`src/rtl/bed_pkg.sv`:
```
// Package for the backslash escape decoder: payload and state types, phase
// and status codes, and small character helper functions. No dependencies.
`timescale 1ns / 1ps

package bed_pkg;

   localparam int MaxResults = 4;

   typedef enum logic [2:0] {
      PH_PLAIN,
      PH_ESC,
      PH_HEX,
      PH_OCT,
      PH_UNI,
      PH_STOP
   } phase_type;

   localparam logic [1:0] ST_OK      = 2'd0;
   localparam logic [1:0] ST_NO_HEX  = 2'd1;
   localparam logic [1:0] ST_BAD_CP  = 2'd2;
   localparam logic [1:0] ST_STOPPED = 2'd3;

   localparam logic [31:0] SurrLow  = 32'h0000_D800;
   localparam logic [31:0] SurrHigh = 32'h0000_DFFF;
   localparam logic [31:0] CpMax    = 32'h0010_FFFF;
   localparam logic [7:0]  EscChar  = 8'h1B;

   typedef struct packed {
      logic [7:0] in_byte;
      logic       in_last;
   } req_payload_type;

   typedef struct packed {
      logic [7:0] out_byte;
      logic       byte_valid;
      logic [1:0] status;
      logic       out_last;
   } rsp_payload_type;

   typedef struct packed {
      phase_type   phase;
      logic [3:0]  digits_seen;
      logic [31:0] accum_value;
      logic        long_unicode;
   } dec_state_type;

   // {is_hex, value}
   function automatic logic [4:0] hex_of(input logic [7:0] c);
      logic [4:0] r;
      r = 5'd0;
      if (c >= "0" && c <= "9") r = {1'b1, c[3:0]};
      else if ((c >= "a" && c <= "f") || (c >= "A" && c <= "F"))
         r = {1'b1, c[3:0] + 4'd9};
      return r;
   endfunction

   // {known, control byte} for single-letter escapes other than \c
   function automatic logic [8:0] letter_of(input logic [7:0] c);
      logic [8:0] r;
      r = 9'd0;
      case (c)
         "a":  r = {1'b1, 8'h07};
         "b":  r = {1'b1, 8'h08};
         "e":  r = {1'b1, EscChar};
         "f":  r = {1'b1, 8'h0C};
         "n":  r = {1'b1, 8'h0A};
         "r":  r = {1'b1, 8'h0D};
         "t":  r = {1'b1, 8'h09};
         "v":  r = {1'b1, 8'h0B};
         "\"": r = {1'b1, 8'h22};
         "\\": r = {1'b1, 8'h5C};
         default: r = 9'd0;
      endcase
      return r;
   endfunction

   function automatic rsp_payload_type mk_res(input logic [7:0] b, input logic v,
                                              input logic [1:0] st);
      rsp_payload_type r;
      r.out_byte   = b;
      r.byte_valid = v;
      r.status     = st;
      r.out_last   = 1'b0;
      return r;
   endfunction

endpackage

```
`src/rtl/bed_decode.sv`:
```
// Combinational decode of one byte against the decoder state: produces up to
// four result items and the next state. Depends on bed_pkg.
`timescale 1ns / 1ps

module bed_decode import bed_pkg::*; (
   input  dec_state_type   cur_state,
   input  req_payload_type item,
   input  logic            octal_zero_mode,
   output rsp_payload_type res [MaxResults],
   output logic [2:0]      res_count,
   output dec_state_type   next_state
);

   logic [7:0]  c;
   logic [4:0]  hx;
   logic [8:0]  let_code;
   logic [7:0]  acc8;
   logic [8:0]  acc9;
   logic [31:0] cp;
   logic [3:0]  dnext;
   logic        is_oct;

   assign c        = item.in_byte;
   assign hx       = hex_of(c);
   assign let_code = letter_of(c);
   assign acc8     = {cur_state.accum_value[3:0], hx[3:0]};
   assign acc9     = {cur_state.accum_value[5:0], c[2:0]};
   assign cp       = {cur_state.accum_value[27:0], hx[3:0]};
   assign dnext    = cur_state.digits_seen + 4'd1;
   assign is_oct   = (c >= "0") && (c <= "7");

   always_comb begin
      next_state = cur_state;
      res_count  = 3'd0;
      for (int k = 0; k < MaxResults; k++) res[k] = '0;

      unique case (cur_state.phase)
         PH_PLAIN: begin
            if (c == "\\") next_state.phase = PH_ESC;
            else begin
               res[res_count[1:0]] = mk_res(c, 1'b1, ST_OK);
               res_count = res_count + 3'd1;
            end
         end
         PH_ESC: begin
            next_state.accum_value = '0;
            next_state.digits_seen = '0;
            if (c == "x") begin
               next_state.phase = PH_HEX;
            end else if (is_oct) begin
               next_state.phase = PH_OCT;
               if (!(octal_zero_mode && c == "0")) begin
                  next_state.accum_value = {29'd0, c[2:0]};
                  next_state.digits_seen = 4'd1;
               end
            end else if (c == "u" || c == "U") begin
               next_state.phase        = PH_UNI;
               next_state.long_unicode = (c == "U");
            end else if (c == "c") begin
               res[res_count[1:0]] = mk_res(8'd0, 1'b0, ST_STOPPED);
               res_count = res_count + 3'd1;
               next_state.phase = PH_STOP;
            end else if (let_code[8]) begin
               res[res_count[1:0]] = mk_res(let_code[7:0], 1'b1, ST_OK);
               res_count = res_count + 3'd1;
               next_state.phase = PH_PLAIN;
            end else begin
               // unknown escape: backslash, then the character itself
               res[res_count[1:0]] = mk_res(8'h5C, 1'b1, ST_OK);
               res_count = res_count + 3'd1;
               res[res_count[1:0]] = mk_res(c, 1'b1, ST_OK);
               res_count = res_count + 3'd1;
               next_state.phase = PH_PLAIN;
            end
         end
         PH_HEX: begin
            if (hx[4]) begin
               next_state.accum_value = {24'd0, acc8};
               next_state.digits_seen = dnext;
               if (dnext >= 4'd2) begin
                  res[res_count[1:0]] = mk_res(acc8, 1'b1, ST_OK);
                  res_count = res_count + 3'd1;
                  next_state.phase = PH_PLAIN;
               end
            end else if (cur_state.digits_seen == 4'd0) begin
               res[res_count[1:0]] = mk_res(8'd0, 1'b0, ST_NO_HEX);
               res_count = res_count + 3'd1;
               next_state.phase = PH_STOP;
            end else begin
               res[res_count[1:0]] = mk_res(cur_state.accum_value[7:0], 1'b1, ST_OK);
               res_count = res_count + 3'd1;
               next_state.phase = PH_PLAIN;
               if (c == "\\") next_state.phase = PH_ESC;
               else begin
                  res[res_count[1:0]] = mk_res(c, 1'b1, ST_OK);
                  res_count = res_count + 3'd1;
               end
            end
         end
         PH_OCT: begin
            if (is_oct) begin
               next_state.accum_value = {23'd0, acc9};
               next_state.digits_seen = dnext;
               if (dnext >= 4'd3) begin
                  res[res_count[1:0]] = mk_res(acc9[7:0], 1'b1, ST_OK);
                  res_count = res_count + 3'd1;
                  next_state.phase = PH_PLAIN;
               end
            end else begin
               res[res_count[1:0]] = mk_res(cur_state.accum_value[7:0], 1'b1, ST_OK);
               res_count = res_count + 3'd1;
               next_state.phase = PH_PLAIN;
               if (c == "\\") next_state.phase = PH_ESC;
               else begin
                  res[res_count[1:0]] = mk_res(c, 1'b1, ST_OK);
                  res_count = res_count + 3'd1;
               end
            end
         end
         PH_UNI: begin
            if (!hx[4]) begin
               res[res_count[1:0]] = mk_res(8'd0, 1'b0, ST_NO_HEX);
               res_count = res_count + 3'd1;
               next_state.phase = PH_STOP;
            end else begin
               next_state.accum_value = cp;
               next_state.digits_seen = dnext;
               if (dnext >= (cur_state.long_unicode ? 4'd8 : 4'd4)) begin
                  if ((cp >= SurrLow && cp <= SurrHigh) || cp > CpMax) begin
                     res[res_count[1:0]] = mk_res(8'd0, 1'b0, ST_BAD_CP);
                     res_count = res_count + 3'd1;
                     next_state.phase = PH_STOP;
                  end else begin
                     next_state.phase = PH_PLAIN;
                     if (cp < 32'h80) begin
                        res[0] = mk_res(cp[7:0], 1'b1, ST_OK);
                        res_count = 3'd1;
                     end else if (cp < 32'h800) begin
                        res[0] = mk_res({3'b110, cp[10:6]}, 1'b1, ST_OK);
                        res[1] = mk_res({2'b10, cp[5:0]}, 1'b1, ST_OK);
                        res_count = 3'd2;
                     end else if (cp < 32'h1_0000) begin
                        res[0] = mk_res({4'b1110, cp[15:12]}, 1'b1, ST_OK);
                        res[1] = mk_res({2'b10, cp[11:6]}, 1'b1, ST_OK);
                        res[2] = mk_res({2'b10, cp[5:0]}, 1'b1, ST_OK);
                        res_count = 3'd3;
                     end else begin
                        res[0] = mk_res({5'b11110, cp[20:18]}, 1'b1, ST_OK);
                        res[1] = mk_res({2'b10, cp[17:12]}, 1'b1, ST_OK);
                        res[2] = mk_res({2'b10, cp[11:6]}, 1'b1, ST_OK);
                        res[3] = mk_res({2'b10, cp[5:0]}, 1'b1, ST_OK);
                        res_count = 3'd4;
                     end
                  end
               end
            end
         end
         PH_STOP: next_state.phase = PH_STOP;
         default: next_state.phase = PH_STOP;
      endcase

      if (item.in_last) begin
         // end of string flushes whatever escape is still open
         case (next_state.phase)
            PH_ESC: begin
               res[res_count[1:0]] = mk_res(8'h5C, 1'b1, ST_OK);
               res_count = res_count + 3'd1;
            end
            PH_HEX: begin
               if (next_state.digits_seen == 4'd0)
                  res[res_count[1:0]] = mk_res(8'd0, 1'b0, ST_NO_HEX);
               else
                  res[res_count[1:0]] = mk_res(next_state.accum_value[7:0], 1'b1, ST_OK);
               res_count = res_count + 3'd1;
            end
            PH_OCT: begin
               res[res_count[1:0]] = mk_res(next_state.accum_value[7:0], 1'b1, ST_OK);
               res_count = res_count + 3'd1;
            end
            PH_UNI: begin
               res[res_count[1:0]] = mk_res(8'd0, 1'b0, ST_NO_HEX);
               res_count = res_count + 3'd1;
            end
            default: ;
         endcase
         next_state.phase        = PH_PLAIN;
         next_state.digits_seen  = '0;
         next_state.accum_value  = '0;
         next_state.long_unicode = 1'b0;
         if (res_count == 3'd0) begin
            res[0]    = mk_res(8'd0, 1'b0, ST_OK);
            res_count = 3'd1;
         end
         res[res_count[1:0] - 2'd1].out_last = 1'b1;
      end
   end

endmodule

```
`src/rtl/backslash_escape_decoder.sv`:
```
// Top level of the backslash escape decoder: input register, decode, and a
// four-entry result burst buffer. Depends on bed_pkg and bed_decode.
`timescale 1ns / 1ps

//  channel  | direction | handshake          | payload
//  ---------+-----------+--------------------+---------------------------------
//  req_     | in        | req_valid/req_stall| in_byte, in_last
//  rsp_     | out       | rsp_valid/rsp_stall| out_byte, byte_valid, status, out_last
//  csr_     | in        | csr_valid/csr_ready| octal_zero_mode (1 bit)
//
// A byte waits in the input register, is decoded and moves into the burst buffer,
// which drains one result per cycle while rsp_stall is low. Bytes giving zero or
// one result then sustain one transfer per cycle; after a byte giving more (UTF-8
// bursts up to four) the input holds until the last of them leaves. Zero-result
// bytes retire even while earlier results still drain. Reset is synchronous and
// returns the decoder to plain text with empty buffers; csr_ready is always high.

module backslash_escape_decoder import bed_pkg::*; (
   input  logic            clock,
   input  logic            reset,
   input  logic            req_valid,
   output logic            req_stall,
   input  req_payload_type req_payload,
   output logic            rsp_valid,
   input  logic            rsp_stall,
   output rsp_payload_type rsp_payload,
   input  logic            csr_valid,
   output logic            csr_ready,
   input  logic            csr_data
);

   // configuration
   logic octal_zero_ff, octal_zero_in;

   // input register
   logic            in_vld_ff, in_vld_in;
   req_payload_type in_ff, in_in;

   // decoder state
   dec_state_type state_ff, state_in;

   // result burst buffer
   rsp_payload_type burst_ff [MaxResults];
   logic [2:0]      rem_ff, rem_in;
   logic [1:0]      rd_ff, rd_in;

   rsp_payload_type dec_res [MaxResults];
   logic [2:0]      dec_count;
   dec_state_type   dec_next;

   logic req_xfer, rsp_xfer, buf_free, consume, load;

   bed_decode u_decode (
      .cur_state       (state_ff),
      .item            (in_ff),
      .octal_zero_mode (octal_zero_ff),
      .res             (dec_res),
      .res_count       (dec_count),
      .next_state      (dec_next)
   );

   assign csr_ready     = 1'b1;
   assign octal_zero_in = (csr_valid && csr_ready) ? csr_data : octal_zero_ff;

   assign rsp_valid   = (rem_ff != 3'd0);
   assign rsp_payload = burst_ff[rd_ff];
   assign rsp_xfer    = rsp_valid && !rsp_stall;

   // buffer can take a new burst when empty or its final entry leaves now
   assign buf_free = (rem_ff == 3'd0) || (rem_ff == 3'd1 && rsp_xfer);
   assign consume  = in_vld_ff && ((dec_count == 3'd0) || buf_free);
   assign load     = consume && (dec_count != 3'd0);

   assign req_stall = in_vld_ff && !consume;
   assign req_xfer  = req_valid && !req_stall;

   always_comb begin
      in_vld_in = in_vld_ff;
      in_in     = in_ff;
      if (consume) in_vld_in = 1'b0;
      if (req_xfer) begin
         in_vld_in = 1'b1;
         in_in     = req_payload;
      end

      state_in = consume ? dec_next : state_ff;

      rem_in = rem_ff;
      rd_in  = rd_ff;
      if (load) begin
         rem_in = dec_count;
         rd_in  = 2'd0;
      end else if (rsp_xfer) begin
         rem_in = rem_ff - 3'd1;
         rd_in  = rd_ff + 2'd1;
      end
   end

   always_ff @(posedge clock) begin
      if (reset) begin
         octal_zero_ff <= 1'b0;
         in_vld_ff     <= 1'b0;
         state_ff      <= '{phase: PH_PLAIN, digits_seen: '0, accum_value: '0,
                            long_unicode: 1'b0};
         rem_ff        <= 3'd0;
         rd_ff         <= 2'd0;
      end else begin
         octal_zero_ff <= octal_zero_in;
         in_vld_ff     <= in_vld_in;
         state_ff      <= state_in;
         rem_ff        <= rem_in;
         rd_ff         <= rd_in;
      end
   end

   always_ff @(posedge clock) begin
      in_ff <= in_in;
      if (load) begin
         for (int k = 0; k < MaxResults; k++) burst_ff[k] <= dec_res[k];
      end
   end

   // burst never overruns the buffer
   a_rem_bound: assert property (@(posedge clock) disable iff (reset)
      rem_ff <= 3'd4)
      else $error("burst count above buffer depth");

   // a new burst only replaces a drained buffer
   a_load_free: assert property (@(posedge clock) disable iff (reset)
      load |-> (rem_ff == 3'd0 || (rem_ff == 3'd1 && rsp_xfer)))
      else $error("burst loaded over undelivered results");

   // a loaded burst is visible next cycle
   a_load_valid: assert property (@(posedge clock) disable iff (reset)
      load |=> rsp_valid)
      else $error("loaded burst not presented");

   // a held input byte keeps its contents until decoded
   a_hold_in: assert property (@(posedge clock) disable iff (reset)
      (in_vld_ff && !consume) |=> (in_vld_ff && $stable(in_ff)))
      else $error("held input byte lost or changed");

endmodule
```
`config.mk`:
```
export PLATFORM = sky130hd
export DESIGN_NAME = backslash_escape_decoder
export DESIGN_NICKNAME = d
export VERILOG_FILES = /design/src/rtl/bed_pkg.sv /design/src/rtl/bed_decode.sv /design/src/rtl/backslash_escape_decoder.sv
export SDC_FILE = /design/constraint.sdc
export NUM_CORES = 1
export LEC_CHECK = 0
export ABC_AREA = 1
export CORE_MARGIN = 2
export CORE_UTILIZATION = 45
export CTS_BUF_LIST = sky130_fd_sc_hd__clkbuf_4
export CTS_CLUSTER_DIAMETER = 120
export DETAILED_ROUTE_END_ITERATION = 10
export DONT_BUFFER_PORTS = 1
export PLACE_DENSITY = 0.57
export RECOVER_POWER = 25
export SKIP_LAST_GASP = 1
export SLEW_MARGIN = 40
export SYNTH_ARGS = -nofsm -noshare
export SYNTH_HDL_FRONTEND = slang
export SYNTH_HIERARCHICAL = 1
export SYNTH_SLANG_ARGS = --single-unit
export TNS_END_PERCENT = 5
```
`constraint.sdc`:
```
create_clock -name clock -period 7.06 [get_ports clock]
set_input_delay 1.059 -clock clock [delete_from_list [all_inputs] [get_ports clock]]
set_output_delay 1.059 -clock clock [all_outputs]
set_load 0.05 [all_outputs]
```
======== After elaboration in Yosys (flattened, before gate mapping) ========
Memory sizes are Yosys's and may differ from the RTL's. A register that Yosys moved wholly into a read port is not among the register bits.
Index checks and enable logic that the tools add are counted.
storage, ports and cells
  flip-flop bits (word level) ............. 52
  memory bits (writable) .................. 48
  input bits .............................. 15
  output and inout port bits .............. 15
  logic and storage cells ................. 224
  memories ................................ 1
cells by class
  $add $sub $neg .......................... 6
  $lt $le $gt $ge ......................... 20
  equal/unequal tests ..................... 29
  muxes and demuxes ....................... 110
  bitwise logic cells ..................... 8
  reduce and logical (&&, ||, !) cells .... 39
memory list
  memory    words  bits a word  rd ports  clocked after memory_dff  wr ports  line                            source
  burst_ff  4      12           1         1                         4         backslash_escape_decoder.sv:43  rsp_payload_type burst_ff [MaxResults];
operators with widths
  cell                                                              count
  two-way mux 36 bit                                                12
  two-way mux 12 bit                                                20
  two-way mux 48 bit                                                4
  one-hot mux 48 bit (4 select lines)                               1
  two-way mux 24 bit                                                6
  one-hot mux 36 bit (4 select lines)                               1
  == test 8 x 7 -> 1 bit, second input constant                     13
  two-way mux 3 bit                                                 33
  two-way mux 33 bit                                                3
  bitwise mux 48 bit                                                2
  one-hot mux 9 bit (10 select lines)                               1
  one-hot mux 12 bit (5 select lines)                               1
  demux 12 bit (select 2 bit)                                       2
  one-hot mux 12 bit (4 select lines)                               1
  AND 44 bit                                                        1
  NOT 44 bit                                                        1
  two-way mux 40 bit                                                1
  two-way mux 37 bit                                                1
  >= comparator 32 x 16 -> 1 bit, second input constant             1
  greater-than comparator 32 x 21 -> 1 bit, second input constant   1
  less-or-equal comparator 32 x 16 -> 1 bit, second input constant  1
  < comparator 32 x 12 -> 1 bit, second input constant              1
  < comparator 32 x 17 -> 1 bit, second input constant              1
  < comparator 32 x 8 -> 1 bit, second input constant               1
  41 further kinds                                                  102

======== Depth between registers and ports, before layout ========
  word-level depth ........................ 28
  depth in mapped cells ................... 30

======== Modules after synthesis ========
Netlist, hierarchy kept.
by module, submodules not included
  module                    times used  cells an instance  area an instance (µm²)  sequential area each (µm²)
  backslash_escape_decoder  1           371                3948.8                  2692.6
  bed_decode                1           811                3898.7                  0.0

======== Worst setup path before layout ========
OpenSTA, ideal clock, no wires.
  path type ............................... register to output
  from .................................... register in_ff[1] (netlist name)
  to ...................................... output req_stall
  arrival time ............................ 3.387 ns
  data required time ...................... 6.001 ns
  path slack .............................. 2.614 ns
  cell stages (with the launch flop) ...... 24
  buffers on the path ..................... 0
  path through ............................ edfxtp_1 inv_1 ha_1 inv_1 nor2_1 nand2_1 nand3_1 nand2_1 nand3_4 inv_2 nand3_1 nand3_2 a21oi_2 inv_1 ha_1 a21oi_1 nand3_1 nand2_1 nand2_1 nand2_1 nor2_1 nand2_1 nand4_1 inv_1
on the way
  word-level cells in the longest chain between the ends .. 25
  elaborated cells between the ends (all ways) .. 86
  classes of those cells .................. add/sub (2); order compare (13); eq/ne (18); mux (38); reduce/logical (15)
ends and longest elaborated chain
  what                                                                                            line                                  source
  start, declared                                                                                 backslash_escape_decoder.sv:37        req_payload_type in_ff, in_in;
  start signal, assigned                                                                          backslash_escape_decoder.sv:117       in_ff <= in_in;
  >= comparator 8 x 7 -> 1 bit / less-or-equal comparator 8 x 7 -> 1 bit (equally long branches)  bed_pkg.sv:52                         else if ((c >= "a" && c <= "f") || (c >= "A" && c <= "F"))
  logical AND 1 bit                                                                               bed_pkg.sv:52
  logical OR 1 bit                                                                                bed_pkg.sv:52
  two-way mux 5 bit                                                                               bed_pkg.sv:52
  two-way mux 5 bit                                                                               bed_pkg.sv:51                         if (c >= "0" && c <= "9") r = {1'b1, c[3:0]};
  < comparator 32 x 17 -> 1 bit, or another cell as far along                                     bed_decode.sv:142                     end else if (cp < 32'h1_0000) begin
  two-way mux 3 bit / logical AND 1 bit (equally long branches)                                   bed_decode.sv:142, bed_decode.sv:129
  two-way mux 3 bit / logical OR 1 bit (equally long branches)                                    bed_decode.sv:138, bed_decode.sv:129
  [... 10 more ...]                                                                               -
  two-way mux 3 bit                                                                               bed_decode.sv:162                     if (item.in_last) begin
  two-way mux 3 bit (*)                                                                           bed_decode.sv:162
  via dec_count[0]                                                                                backslash_escape_decoder.sv:48        logic [2:0] dec_count;
  zero test 3 bit (*)                                                                             backslash_escape_decoder.sv:71        assign consume = in_vld_ff && ((dec_count == 3'd0) || buf_free);
  logical OR 1 bit (*)                                                                            backslash_escape_decoder.sv:71
  logical AND 1 bit (*)                                                                           backslash_escape_decoder.sv:71
  zero test 1 bit (*)                                                                             backslash_escape_decoder.sv:74        assign req_stall = in_vld_ff && !consume;
  logical AND 1 bit (*)                                                                           backslash_escape_decoder.sv:74
  end, declared                                                                                   backslash_escape_decoder.sv:22        output logic req_stall,
The timed path passes the listed nets; every way through them passes the cells marked *. The select of a mux whose other input is x is not followed.

======== Worst setup path after layout ========
Ends and elaborated chain as after synthesis.

==> impl_metrics.json <==
{
  "path_clk_slew_ns": 0.19,
  "root_buffer": "clkbuf_4",
  "holdPathStages": 2,
  "hold_end": "state_ff[25]",
  "syn_area_sq_um": 7670,
  "wl_per_cell_um": 18.7,
  "setup_tns_ns": 0,
  "overflow": 0,
  "grt_pass1_wl_mm": 39.2,
  "clock-sinks": 102,
  "fp.dieW_um": 135,
  "hold_viol": 0,
  "postCtsSetupBuffers": 0,
  "placed_area_sq_um": 7830,
  "post-route-period-util": 0.845,
  "path_class": "register to output port",
  "setup_violations": 0,
  "worst_path_most_repeated_cell": "nand2_1",
  "hp-class": "register to register",
  "first_pass_iters": 4,
  "cp_cell_sequence": "inv_1 > ha_1 > inv_1 > nor2_1 > nand2_1 > nand3_1 > nand2_1 > nand3_4 > inv_2 > nand3_1 > nand3_2 > a21oi_2 > inv_1 > ha_1 > a21oi_1 > nand3_1 > nand2_1 > nand2_1 > nand2_1 > nor2_1 > nand2_1 > nand4_1 > inv_1",
  "fin_crit_ns": 5.96,
  "status": "completed",
  "clock_path_buffers": 2,
  "worst_slew_pin_slew_ns": 1.15,
  "r2r_start": "in_ff[1]",
  "yosys_warnings": 6,
  "peakVddDrop_uv": 196,
  "place.gp.congestion": 1.02,
  "fillers": 1765,
  "remaining_drc_errors": 0,
  "grt_max_degree": 49,
  "fin_skew_ns": 0.0324,
  "dpl.cell_count": 1342,
  "worstSkewPairLatency_ns": 0.51,
  "antenna_found_initial": 1,
  "ff2ff_path_depth": 23,
  "crit_path_max_incr_delay_ns": 0.53,
  "min_from": "state_ff[25]",
  "drt_iter0_drc": 650,
  "cts_made_buffers": 9,
  "initial_core_util": 0.461,
  "timing.fmax_mhz": 168,
  "fin_nets": 1165,
  "post_cts_resized": 0,
  "maxCapViolations": 0,
  "routed_wl_mm": 25.5,
  "rsz0062_at_grt": "false",
  "via_count": 7587,
  "crit_fanout": 24,
  "cp-start-kind": "register",
  "r2r_end": "burst_ff[3][11]",
  "area_growth_pct": 3.57,
  "r2r_slack_ns": 2.10,
  "die_y_um": 135,
  "p_leak_uw": 0.00353,
  "vias_per_cell": 5.58,
  "crit_path_top_delay_cell": "edfxtp_1",
  "crit_buf_inv": 5,
  "port_buffers": 0,
  "grt_use_total": 0.284,
  "powerDensity_nw_per_um2": 535,
  "avgSynthCellArea_sq_um": 6.64,
  "core_sq_um": 16600,
  "htree_levels": 3,
  "layout-drive-gt1-share": 0.0712,
  "synth_cells": 1154,
  "num_io_pins": 30,
  "cts-hold-fix-buffers": 0,
  "stdcell_area_sq_um": 7940,
  "ant_nets": 0,
  "fp.dieArea_sq_um": 18100,
  "dp_hpwl_mm": 19.4,
  "rows": 47,
  "crit_arrival_ns": 4.90,
  "fin_cells": 1359,
  "cp-end-kind": "output port",
  "crit_required_ns": 6.00,
  "report.final.slew_viol_count": 0,
  "relSlewSlack": 0.234,
  "grt_pass1_vias": 6923,
  "path_delay_family": "simple AND/OR/NAND/NOR gates",
  "cts_tree": "built"
}
-- metrics by stage --
stage,power (uW),hold WS (ns),util,worst slack (ns)
2_1_floorplan,3160,0.475,-,2.61
3_3_place_gp,3880,0.496,0.466,1.88
3_5_place_dp,3890,0.498,0.471,1.73
4_1_cts,4250,0.520,0.480,1.12
5_1_grt,4580,0.544,0.477,0.535
6_report,4250,0.515,0.477,1.10
-- power breakdown --
part           switching, uW  internal (uW)  total [uW]
sequential               192            901        1090
combinational           2100            708        2810
clock                    226            117         343
-- worst reg2reg max path: cells and delay by family, from the launching register on --
family,cells,cell delay (ns)
buf+inv,5,1.05
compound gates,2,0.56
fa+ha+maj,2,0.51
flops,1,0.53
simple gates,14,1.92
-- per-layer routing --
metal	GRT usage	up-vias	wire length [um]
met2	0.445	296	11300
met3	0.0507	58	1610
met1	0.384	3473	11400
met5	0	-	0
met4	0.124	0	1150
li1	-	3760	-
-- sequential cells by signal, indices dropped and copies added, names as in the netlist, named ones only --
register and cells:
rem_ff 3, rd_ff 2, in_vld_ff 1, state_ff 36, octal_zero_ff 1, burst_ff 48, in_ff 9
-- worst max path at each step --
| stage | from | endpoint | slack (ns) | cells past startpoint |
|---|---|---|---|---|
| 2_1_floorplan | in_ff[1] | req_stall | 2.61 | 23 |
| 3_3_place_gp | in_ff[1] | req_stall | 1.88 | 23 |
| 3_5_place_dp | in_ff[1] | req_stall | 1.73 | 23 |
| 4_1_cts | in_ff[1] | req_stall | 1.12 | 23 |
| 5_1_grt | state_ff[13] | req_stall | 0.54 | 23 |
| 6_report | in_ff[1] | req_stall | 1.10 | 23 |
-- cell type report --
cell class | instances | area, sq um | area share
antenna | 1 | 2.50 | 0.000315
tap | 220 | 275 | 0.0347
clock buffer | 9 | 67.6 | 0.00851
timing repair buffer | 2 | 15.0 | 0.00189
inverter | 139 | 527 | 0.0663
sequential | 102 | 2610 | 0.329
clock inverter | 7 | 91.3 | 0.0115
multi-input combinational | 879 | 4350 | 0.548
-- placed cells by master (no fill, tap or decap), types with 7 or more instances in the layout --
cell,count
nand2_1,270
nor2_1,218
inv_1,121
o21ai_0,108
nand3_1,69
edfxtp_1,57
a21oi_1,46
dfxtp_1,44
ha_1,17
o22ai_1,16
inv_2,14
o21ai_1,14
nand4_1,13
nor3_1,10
clkbuf_4,9
o22ai_2,8
nand2_2,8
a22oi_1,7
o2111ai_1,7
Note: power is estimated with default switching activity, not from simulation.
